[src/rtl/kic_pkg.sv]
package kic_pkg;

  localparam int DATA_WIDTH_DEF = 32;
  localparam int CMD_QUEUE_DEPTH = 2;
  localparam int ENTRY_LIMIT_W = 31;
  localparam logic [ENTRY_LIMIT_W-1:0] ENTRY_LIMIT_RESET = 31'd199999999;
  localparam int DISPLAY_W = 32;
  localparam int DECIMAL_BASE = 10;

  typedef enum logic [2:0] {
    OP_NONE = 3'd0,
    OP_ADD  = 3'd1,
    OP_SUB  = 3'd2,
    OP_MUL  = 3'd3,
    OP_DIV  = 3'd4,
    OP_MOD  = 3'd5
  } op_t;

  typedef enum logic [2:0] {
    CMD_NOP    = 3'd0,
    CMD_DIGIT  = 3'd1,
    CMD_DZERO  = 3'd2,
    CMD_CLEAR  = 3'd3,
    CMD_BACK   = 3'd4,
    CMD_NEG    = 3'd5,
    CMD_EQUALS = 3'd6,
    CMD_OPER   = 3'd7
  } cmd_kind_t;

  typedef enum logic [1:0] {
    UNIT_MUL = 2'd0,
    UNIT_DIV = 2'd1,
    UNIT_MOD = 2'd2
  } unit_op_t;

  typedef struct packed {
    cmd_kind_t  kind;
    logic [3:0] digit;
    op_t        op;
  } cmd_t;

  typedef struct packed {
    logic [3:0] func;
    logic [3:0] digit;
  } key_t;

  typedef struct packed {
    logic signed [DISPLAY_W-1:0] display_value;
    logic                        error;
  } result_t;

endpackage

[src/rtl/keypad_integer_calculator_top.sv]
// Channel   Direction  Handshake            Payload
// config    in         psel/penable/pready  paddr, pwdata, prdata (entry_limit)
// keys      in         push / full          key_press (func, digit)
// results   out        pop / empty          result (display_value, error)
//
// Clear, negate, equals, add, subtract, divide by zero and ignored keys go from B_IDLE to
// B_EMIT; a digit goes through B_APPEND, double zero through it twice, backspace through
// B_BACK, B_BFIX and B_BSIGN, a shift-and-add divide by ten; multiply, divide and modulo
// wait in B_WAIT for the bit-serial unit. Reset is synchronous, clears the control state,
// sets entry_limit to 199999999 and holds full high for one cycle. A two-entry command queue
// takes keys while the result waits for pop; the back end starts a command only when free.
module keypad_integer_calculator_top
  import kic_pkg::*;
#(
  parameter int DATA_WIDTH = DATA_WIDTH_DEF,
  parameter int QUEUE_DEPTH = CMD_QUEUE_DEPTH
) (
  input  logic        clk,
  input  logic        rst,
  input  logic        psel,
  input  logic        penable,
  input  logic        pwrite,
  input  logic [2:0]  paddr,
  input  logic [31:0] pwdata,
  output logic [31:0] prdata,
  output logic        pready,
  input  logic        push,
  output logic        full,
  input  key_t        key_press,
  output logic        empty,
  output result_t     result,
  input  logic        pop
);

  localparam logic [2:0] REG_ENTRY_LIMIT = 3'd0;

  logic [ENTRY_LIMIT_W-1:0] entry_limit;
  logic q_full;
  logic q_wr;
  cmd_t q_wr_cmd;
  logic q_rd;
  cmd_t q_rd_cmd;
  logic q_empty;
  logic unit_start;
  unit_op_t unit_op;
  logic [DATA_WIDTH-1:0] unit_a;
  logic [DATA_WIDTH-1:0] unit_b;
  logic unit_done;
  logic [DATA_WIDTH-1:0] unit_result;

  assign pready = 1'b1;
  assign prdata = (paddr == REG_ENTRY_LIMIT) ? {1'b0, entry_limit} : '0;

  always_ff @(posedge clk) begin
    if (rst) begin
      entry_limit <= ENTRY_LIMIT_RESET;
    end else if (psel && penable && pwrite && pready && (paddr == REG_ENTRY_LIMIT)) begin
      entry_limit <= pwdata[ENTRY_LIMIT_W-1:0];
    end
  end

  kic_front u_front (
    .clk        (clk),
    .rst        (rst),
    .push       (push),
    .full       (full),
    .key_press  (key_press),
    .queue_full (q_full),
    .queue_wr   (q_wr),
    .queue_cmd  (q_wr_cmd)
  );

  kic_cmd_queue #(
    .DEPTH (QUEUE_DEPTH)
  ) u_queue (
    .clk    (clk),
    .rst    (rst),
    .wr     (q_wr),
    .wr_cmd (q_wr_cmd),
    .full   (q_full),
    .rd     (q_rd),
    .rd_cmd (q_rd_cmd),
    .empty  (q_empty)
  );

  kic_serial_unit #(
    .DATA_WIDTH (DATA_WIDTH)
  ) u_unit (
    .clk    (clk),
    .rst    (rst),
    .start  (unit_start),
    .op     (unit_op),
    .a      (unit_a),
    .b      (unit_b),
    .done   (unit_done),
    .result (unit_result)
  );

  kic_back #(
    .DATA_WIDTH (DATA_WIDTH)
  ) u_back (
    .clk         (clk),
    .rst         (rst),
    .entry_limit (entry_limit),
    .cmd_empty   (q_empty),
    .cmd         (q_rd_cmd),
    .cmd_pop     (q_rd),
    .unit_start  (unit_start),
    .unit_op     (unit_op),
    .unit_a      (unit_a),
    .unit_b      (unit_b),
    .unit_done   (unit_done),
    .unit_result (unit_result),
    .empty       (empty),
    .result      (result),
    .pop         (pop)
  );

endmodule

[src/rtl/kic_front.sv]
module kic_front
  import kic_pkg::*;
(
  input  logic clk,
  input  logic rst,
  input  logic push,
  output logic full,
  input  key_t key_press,
  input  logic queue_full,
  output logic queue_wr,
  output cmd_t queue_cmd
);

  typedef enum logic [3:0] {
    FUNC_DIGIT  = 4'd0,
    FUNC_DZERO  = 4'd1,
    FUNC_CLEAR  = 4'd2,
    FUNC_BACK   = 4'd3,
    FUNC_NEG    = 4'd4,
    FUNC_EQUALS = 4'd5,
    FUNC_ADD    = 4'd6,
    FUNC_SUB    = 4'd7,
    FUNC_MUL    = 4'd8,
    FUNC_DIV    = 4'd9,
    FUNC_MOD    = 4'd10
  } func_t;

  localparam logic [3:0] MAX_DIGIT = 4'd9;

  logic accepted;

  // Holds the input off for the first cycle after reset.
  always_ff @(posedge clk) begin
    if (rst) begin
      accepted <= 1'b0;
    end else begin
      accepted <= 1'b1;
    end
  end

  assign full = queue_full || !accepted;
  assign queue_wr = push && !full;

  always_comb begin
    queue_cmd.kind = CMD_NOP;
    queue_cmd.digit = key_press.digit;
    queue_cmd.op = OP_NONE;
    case (func_t'(key_press.func))
      FUNC_DIGIT: begin
        if (key_press.digit <= MAX_DIGIT) begin
          queue_cmd.kind = CMD_DIGIT;
        end
      end
      FUNC_DZERO:  queue_cmd.kind = CMD_DZERO;
      FUNC_CLEAR:  queue_cmd.kind = CMD_CLEAR;
      FUNC_BACK:   queue_cmd.kind = CMD_BACK;
      FUNC_NEG:    queue_cmd.kind = CMD_NEG;
      FUNC_EQUALS: queue_cmd.kind = CMD_EQUALS;
      FUNC_ADD: begin
        queue_cmd.kind = CMD_OPER;
        queue_cmd.op = OP_ADD;
      end
      FUNC_SUB: begin
        queue_cmd.kind = CMD_OPER;
        queue_cmd.op = OP_SUB;
      end
      FUNC_MUL: begin
        queue_cmd.kind = CMD_OPER;
        queue_cmd.op = OP_MUL;
      end
      FUNC_DIV: begin
        queue_cmd.kind = CMD_OPER;
        queue_cmd.op = OP_DIV;
      end
      FUNC_MOD: begin
        queue_cmd.kind = CMD_OPER;
        queue_cmd.op = OP_MOD;
      end
      default: queue_cmd.kind = CMD_NOP;
    endcase
  end

endmodule

[src/rtl/kic_cmd_queue.sv]
module kic_cmd_queue
  import kic_pkg::*;
#(
  parameter int DEPTH = CMD_QUEUE_DEPTH
) (
  input  logic clk,
  input  logic rst,
  input  logic wr,
  input  cmd_t wr_cmd,
  output logic full,
  input  logic rd,
  output cmd_t rd_cmd,
  output logic empty
);

  localparam int PTR_W = (DEPTH > 1) ? $clog2(DEPTH) : 1;
  localparam int CNT_W = $clog2(DEPTH + 1);

  cmd_t slots [DEPTH];
  logic [PTR_W-1:0] wr_ptr;
  logic [PTR_W-1:0] rd_ptr;
  logic [CNT_W-1:0] count;
  logic do_wr;
  logic do_rd;

  assign full = (count == CNT_W'(DEPTH));
  assign empty = (count == '0);
  assign do_wr = wr && !full;
  assign do_rd = rd && !empty;
  assign rd_cmd = slots[rd_ptr];

  always_ff @(posedge clk) begin
    if (do_wr) begin
      slots[wr_ptr] <= wr_cmd;
    end
  end

  always_ff @(posedge clk) begin
    if (rst) begin
      wr_ptr <= '0;
      rd_ptr <= '0;
      count <= '0;
    end else begin
      if (do_wr) begin
        wr_ptr <= (wr_ptr == PTR_W'(DEPTH - 1)) ? '0 : wr_ptr + 1'b1;
      end
      if (do_rd) begin
        rd_ptr <= (rd_ptr == PTR_W'(DEPTH - 1)) ? '0 : rd_ptr + 1'b1;
      end
      if (do_wr && !do_rd) begin
        count <= count + 1'b1;
      end else if (do_rd && !do_wr) begin
        count <= count - 1'b1;
      end
    end
  end

endmodule

[src/rtl/kic_serial_unit.sv]
module kic_serial_unit
  import kic_pkg::*;
#(
  parameter int DATA_WIDTH = DATA_WIDTH_DEF
) (
  input  logic                  clk,
  input  logic                  rst,
  input  logic                  start,
  input  unit_op_t              op,
  input  logic [DATA_WIDTH-1:0] a,
  input  logic [DATA_WIDTH-1:0] b,
  output logic                  done,
  output logic [DATA_WIDTH-1:0] result
);

  localparam int DW = DATA_WIDTH;
  localparam int CNT_W = $clog2(DW);

  typedef enum logic [1:0] {
    U_IDLE,
    U_RUN,
    U_FIX
  } unit_state_t;

  unit_state_t state;
  unit_op_t op_r;
  logic [CNT_W-1:0] cnt;
  logic [DW-1:0] x;
  logic [DW-1:0] y;
  logic [DW:0] z;
  logic neg_q;
  logic neg_r;

  logic [DW-1:0] mag_a;
  logic [DW-1:0] mag_b;
  logic [DW:0] shifted;
  logic [DW:0] trial;
  logic fits;
  logic [DW-1:0] mul_sum;

  always_comb begin
    mag_a = a[DW-1] ? -a : a;
    mag_b = b[DW-1] ? -b : b;
    shifted = {z[DW-1:0], x[DW-1]};
    trial = shifted - {1'b0, y};
    fits = !trial[DW];
    mul_sum = z[DW-1:0] + (y[0] ? x : '0);
  end

  always_ff @(posedge clk) begin
    if (rst) begin
      state <= U_IDLE;
      done <= 1'b0;
    end else begin
      done <= 1'b0;
      case (state)
        U_IDLE: begin
          if (start) begin
            op_r <= op;
            cnt <= CNT_W'(DW - 1);
            z <= '0;
            neg_q <= a[DW-1] ^ b[DW-1];
            neg_r <= a[DW-1];
            if (op == UNIT_MUL) begin
              x <= a;
              y <= b;
            end else begin
              x <= mag_a;
              y <= mag_b;
            end
            state <= U_RUN;
          end
        end
        U_RUN: begin
          if (op_r == UNIT_MUL) begin
            z <= {1'b0, mul_sum};
            x <= x << 1;
            y <= y >> 1;
          end else begin
            z <= fits ? trial : shifted;
            x <= {x[DW-2:0], fits};
          end
          cnt <= cnt - 1'b1;
          if (cnt == '0) begin
            state <= U_FIX;
          end
        end
        U_FIX: begin
          case (op_r)
            UNIT_DIV: result <= neg_q ? -x : x;
            UNIT_MOD: result <= neg_r ? -z[DW-1:0] : z[DW-1:0];
            default:  result <= z[DW-1:0];
          endcase
          done <= 1'b1;
          state <= U_IDLE;
        end
        default: state <= U_IDLE;
      endcase
    end
  end

endmodule

[src/rtl/kic_back.sv]
module kic_back
  import kic_pkg::*;
#(
  parameter int DATA_WIDTH = DATA_WIDTH_DEF
) (
  input  logic                     clk,
  input  logic                     rst,
  input  logic [ENTRY_LIMIT_W-1:0] entry_limit,
  input  logic                     cmd_empty,
  input  cmd_t                     cmd,
  output logic                     cmd_pop,
  output logic                     unit_start,
  output unit_op_t                 unit_op,
  output logic [DATA_WIDTH-1:0]    unit_a,
  output logic [DATA_WIDTH-1:0]    unit_b,
  input  logic                     unit_done,
  input  logic [DATA_WIDTH-1:0]    unit_result,
  output logic                     empty,
  output result_t                  result,
  input  logic                     pop
);

  localparam int DW = DATA_WIDTH;
  localparam int CMP_W = (DW > ENTRY_LIMIT_W) ? DW : ENTRY_LIMIT_W;

  typedef enum logic [2:0] {
    B_IDLE,
    B_APPEND,
    B_WAIT,
    B_EMIT,
    B_BACK,
    B_BFIX,
    B_BSIGN
  } back_state_t;

  back_state_t state;
  logic [DW-1:0] accumulator;
  logic [DW-1:0] entry_value;
  op_t pending_operator;
  logic entering_digits;
  logic divide_error;
  logic out_valid;
  logic [3:0] app_digit;
  logic app_left;
  logic [DW-1:0] bs_n;
  logic [DW-1:0] bs_q;
  logic [7:0] bs_shift;
  logic bs_neg;

  logic below_limit;
  logic [DW-1:0] appended;
  logic [DW-1:0] sum;
  logic [DW-1:0] diff;
  logic do_apply;
  logic [DW-1:0] entry_mag;
  logic [DW-1:0] bs_rem;
  logic bs_carry;

  assign cmd_pop = (state == B_IDLE) && !cmd_empty && !out_valid;
  assign empty = !out_valid;

  always_comb begin
    below_limit = entry_value[DW-1] || (CMP_W'(entry_value) < CMP_W'(entry_limit));
    appended = (entry_value << 3) + (entry_value << 1) + DW'(app_digit);
    sum = accumulator + entry_value;
    diff = accumulator - entry_value;
    do_apply = (cmd.kind == CMD_EQUALS) ||
               (entering_digits && (pending_operator != OP_NONE));
    entry_mag = entry_value[DW-1] ? -entry_value : entry_value;
    bs_rem = bs_n - ((bs_q << 3) + (bs_q << 1));
    bs_carry = (bs_rem > DW'(DECIMAL_BASE - 1));
  end

  always_ff @(posedge clk) begin
    if (rst) begin
      state <= B_IDLE;
      accumulator <= '0;
      entry_value <= '0;
      pending_operator <= OP_NONE;
      entering_digits <= 1'b0;
      divide_error <= 1'b0;
      out_valid <= 1'b0;
      unit_start <= 1'b0;
    end else begin
      unit_start <= 1'b0;
      if (pop && out_valid) begin
        out_valid <= 1'b0;
      end
      case (state)
        B_IDLE: begin
          if (cmd_pop) begin
            state <= B_EMIT;
            case (cmd.kind)
              CMD_DIGIT, CMD_DZERO: begin
                if (!entering_digits) begin
                  entry_value <= '0;
                end
                entering_digits <= 1'b1;
                app_digit <= (cmd.kind == CMD_DIGIT) ? cmd.digit : 4'd0;
                app_left <= (cmd.kind == CMD_DZERO);
                state <= B_APPEND;
              end
              CMD_CLEAR: begin
                accumulator <= '0;
                entry_value <= '0;
                pending_operator <= OP_NONE;
                entering_digits <= 1'b0;
                divide_error <= 1'b0;
              end
              CMD_BACK: begin
                bs_n <= entry_mag;
                bs_neg <= entry_value[DW-1];
                bs_shift <= '0;
                state <= B_BACK;
              end
              CMD_NEG: begin
                entry_value <= -entry_value;
              end
              CMD_EQUALS, CMD_OPER: begin
                pending_operator <= (cmd.kind == CMD_EQUALS) ? OP_NONE : cmd.op;
                entering_digits <= 1'b0;
                unit_a <= accumulator;
                unit_b <= entry_value;
                if (do_apply) begin
                  divide_error <= 1'b0;
                  case (pending_operator)
                    OP_ADD: begin
                      accumulator <= sum;
                      entry_value <= sum;
                    end
                    OP_SUB: begin
                      accumulator <= diff;
                      entry_value <= diff;
                    end
                    OP_MUL: begin
                      unit_start <= 1'b1;
                      unit_op <= UNIT_MUL;
                      state <= B_WAIT;
                    end
                    OP_DIV, OP_MOD: begin
                      if (entry_value == '0) begin
                        divide_error <= 1'b1;
                      end else begin
                        unit_start <= 1'b1;
                        unit_op <= (pending_operator == OP_DIV) ? UNIT_DIV : UNIT_MOD;
                        state <= B_WAIT;
                      end
                    end
                    default: accumulator <= entry_value;
                  endcase
                end else if (pending_operator == OP_NONE) begin
                  accumulator <= entry_value;
                end
              end
              default: state <= B_EMIT;
            endcase
          end
        end
        B_APPEND: begin
          if (below_limit) begin
            entry_value <= appended;
          end
          app_left <= 1'b0;
          if (!app_left) begin
            state <= B_EMIT;
          end
        end
        B_BACK: begin
          if (bs_shift == '0) begin
            bs_q <= (bs_n >> 1) + (bs_n >> 2);
            bs_shift <= 8'd4;
          end else if (int'(bs_shift) < DW) begin
            bs_q <= bs_q + (bs_q >> bs_shift);
            bs_shift <= bs_shift << 1;
          end else begin
            bs_q <= bs_q >> 3;
            state <= B_BFIX;
          end
        end
        B_BFIX: begin
          bs_q <= bs_q + DW'(bs_carry);
          state <= B_BSIGN;
        end
        B_BSIGN: begin
          entry_value <= bs_neg ? -bs_q : bs_q;
          state <= B_EMIT;
        end
        B_WAIT: begin
          if (unit_done) begin
            entry_value <= unit_result;
            accumulator <= unit_result;
            state <= B_EMIT;
          end
        end
        B_EMIT: begin
          result.display_value <= DISPLAY_W'(entry_value);
          result.error <= divide_error;
          out_valid <= 1'b1;
          state <= B_IDLE;
        end
        default: state <= B_IDLE;
      endcase
    end
  end

endmodule

[config.mk]
export PLATFORM = sky130hd
export DESIGN_NAME = keypad_integer_calculator_top
export DESIGN_NICKNAME = d
export VERILOG_FILES = /design/src/rtl/kic_pkg.sv /design/src/rtl/keypad_integer_calculator_top.sv /design/src/rtl/kic_front.sv /design/src/rtl/kic_cmd_queue.sv /design/src/rtl/kic_serial_unit.sv /design/src/rtl/kic_back.sv
export SDC_FILE = /design/constraint.sdc
export NUM_CORES = 2
export LEC_CHECK = 0
export BUFFER_PORTS_ARGS = -buffer_cell sky130_fd_sc_hd__buf_2
export CELL_PAD_IN_SITES_DETAIL_PLACEMENT = 1
export CELL_PAD_IN_SITES_GLOBAL_PLACEMENT = 2
export CORE_UTILIZATION = 25
export DETAILED_ROUTE_END_ITERATION = 6
export HOLD_SLACK_MARGIN = 0.15
export MAX_ROUTING_LAYER = met4
export PLACE_DENSITY = 0.57
export SYNTH_ARGS = -nofsm -noshare
export SYNTH_HDL_FRONTEND = slang
export SYNTH_SLANG_ARGS = --single-unit
[constraint.sdc]
create_clock -name clk -period 7 [get_ports clk]
set_clock_uncertainty 0.05 [all_clocks]
set_input_delay 1.05 -clock clk [delete_from_list [all_inputs] [get_ports clk]]
set_output_delay 1.05 -clock clk [all_outputs]
set_load 0.02 [all_outputs]
==> run metrics <==
status completed; Leak 17.8 nW; layout cells sized above 1 0.0959; CTS clk-pin slew, worst paths 0.06 ns; first-pass GRT wire length 264000 um; CP required 7.34 ns; post-synthesis sequential area ratio 0.304; Post-CTS Setup Inserts 0; aggregate negative setup slack 0 ns; Slew headroom 0.249; # IOs 118; die width 404 um; CTS buffer count 66; vias in the first global route 38345; Synth Area per Inst 8.39 sq um; post-synthesis cell type count 101; Wirelength per Cell 25.3 um; Placed Cells incl. Taps 6983; maximum VDD drop 177 uV; # nets final 5299; Slew Viols, Final 0; die height 404 um; Critical path origin u_back.bs_q[23]; Mapped Cells 4807; drc violations 0; drt pass-1 iters 5; Setup CP Type reg2reg; CP startpoint kind flop; Antenna Nets Post-Route 0; share of the synthesized area in the top cell type 0.247; Clock Latency Late Sink 0.68 ns; Area Growth Syn to Fin 14.3%; top_reg_cell synth edfxtp_1; Max Buffers Root-to-Sink 3; Total Wirelength 180000 um; RePlAce Congestion 0.883; Initial Util 0.252; Congestion Overflow GR 0; All-Layer GR Usage 0.222; Sink Count 446; final cell count without fillers 7105; Die ar. 0.163 sq mm; vias 37928; Max Cap Viol 0; routed vias/inst 5.34; Hold Path Class reg2reg; HPWL after DPL 140000 um; Syn Nets 5215; FF-to-FF Start u_back.bs_q[23]; area of the multi-input gates 0.0262 sq mm; EDFF count, synth 332; Slew @ Worst Pin 1.13 ns; RSZ-0062 raised after global routing no; Layout fillers 18974; root buf cell clkbuf_16; initial DRC count 2391; CP Capture Type flop; most frequent cells in the layout nand2_1 (486), a21oi_1 (382), nor2_1 (368), o21ai_0 (351), edfxtp_1 (332); min-delay src u_back.out_valid; FMAX 155 MHz; Synth async-reset ratio 0; FF+latch count, synth 446; top cells by area, synth edfxtp_1 (25%), ha_1 (10%), xnor2_1 (6.0%), dfxtp_1 (5.7%), a21oi_1 (4.7%); Worst Path Max Fanout 5; Worst EP arrival 6.80 ns; Period Utilization, post-route 0.923; Power Dens Cells 310 mW/mm^2; antenna violations before repair 16; largest net degree at the start of global routing 75; mapped cell area 0.0403 sq mm; overall power 14.3 mW; TritonCTS clock tree yes; fin crit period 6.46 ns; most common cell after layout, fill and taps aside nand2_1; register area 0.0123 sq mm; Yosys warnings 0; htree depth 3; hold_buf cts 0; Core Util, Final 0.288; core area 0.160 sq mm; final hold viol count 0; Buffers on Ports 114; largest area contributor in the netlist edfxtp_1; # setup viols final 0; row count 147
[flip-flops by register name (all words and copies together), names as in the netlist, 2 cells and up, named ones only]
signal and flops:
u_back.entry_value 32, u_back.result 33, u_unit.result 32, u_back.bs_shift 6
u_back.unit_a 32, u_back.app_digit 4, u_unit.y 32, u_back.bs_q 32
u_back.unit_b 32, u_unit.state 2, u_back.bs_n 32, u_unit.z 32
u_unit.cnt 5, u_back.unit_op 2, entry_limit 31, u_back.pending_operator 3
u_queue.slots 20, u_unit.op_r 2, u_back.state 3, u_queue.count 2
u_back.accumulator 32, u_unit.x 32
[per-stage QoR]
stage / setup WS, ns / cell area [sq um] / hold WS, ns
6_report: 0.537 / 46100 / 0.401
5_1_grt: 0.117 / 46100 / 0.424
4_1_cts: 0.280 / 46100 / 0.407
3_5_place_dp: 0.302 / 43900 / 0.393
3_3_place_gp: 0.328 / 43900 / 0.383
2_1_floorplan: 0.162 / 40400 / 0.359
[cell usage after synthesis (23+ instances only)]
library cell / instances
o211ai_1: 64
nor2_1: 372
fa_1: 36
and3_1: 26
nand2_1: 486
nand3_1: 107
inv_1: 227
o22ai_1: 59
o21ai_0: 352
a31oi_1: 33
nor2b_1: 48
buf_1: 23
and2_1: 77
nand4_1: 43
ha_1: 322
mux2i_1: 77
nand2b_1: 58
edfxtp_1: 332
o31ai_1: 63
nor3_1: 120
dfxtp_1: 114
a211oi_1: 56
clkbuf_1: 222
o21bai_1: 46
a21o_1: 92
a221oi_1: 46
o32ai_1: 25
a22o_1: 32
o21a_1: 35
or3_1: 49
a21oi_1: 382
xor2_1: 114
nor4_1: 47
xnor2_1: 275
[final cells by class]
cell class | count | area share
multi-input cells | 3858 | 0.569
flip-flops and latches | 446 | 0.266
well taps | 2160 | 0.0586
repair buffers | 284 | 0.0404
clock buffers | 84 | 0.0391
inverters | 235 | 0.0191
clock inverters | 36 | 0.00844
diodes | 2 | 0.000109
[power by group]
part	switching (mW)	internal, mW	total [mW]
sequential	0.331	3.16	3.50
clock	1.44	2.00	3.44
combinational	4.89	2.47	7.37
total	6.67	7.63	14.3
[per-layer routing]
layer  track usage  vias up  wire length [um]
met4        0.0575        0              4840
met1         0.307    19148             87500
met3        0.0205      182              6090
li1              -    17888                 -
met5             -        -                 0
met2         0.344      710             81200
[final timing paths]
kind | to | slack [ns] | cells past startpoint
max | u_back.bs_q[26] | 0.54 | 27
min | u_back.out_valid | 0.40 | 1
max reg2reg | u_back.bs_q[26] | 0.54 | 27
min reg2reg | u_back.out_valid | 0.40 | 1
[worst max-delay path, stage by stage (launching register included)]
cell and delay, ns:
edfxtp_1 0.39, inv_1 0.24, fa_1 0.45, ha_1 0.37, a21oi_1 0.17, o21ai_0 0.12, a2111oi_1 0.49, o21bai_1 0.16
mux2_2 0.34, nor4_1 0.28, nand3_1 0.14, or4_1 0.55, nor3_1 0.18, nand4_1 0.13, or4b_4 0.57, ha_1 0.23
ha_1 0.20, nand3_1 0.11, nor2_1 0.08, nand4_1 0.14, nor2_1 0.06, buf_4 0.15, inv_1 0.07, nor3_1 0.05
buf_4 0.16, nand2_1 0.09, xnor2_1 0.12, a22oi_1 0.08
[cell families after synthesis]
| logic type | synth area share |
|---|---|
| compound gates | 0.241 |
| xor+xnor | 0.0844 |
| fa+ha+maj | 0.118 |
| buf+inv | 0.0500 |
| flops | 0.304 |
| mux | 0.0225 |
| other cells | 0.000186 |
| simple gates | 0.181 |
[repair_timing]
action / 4_1_cts / 5_1_grt
hold endpoints to repair: 0 / 0
gates resized for setup: 0 / 7
endpoints found under the setup margin: 0 / 9
(Power assumes the default switching activity.)
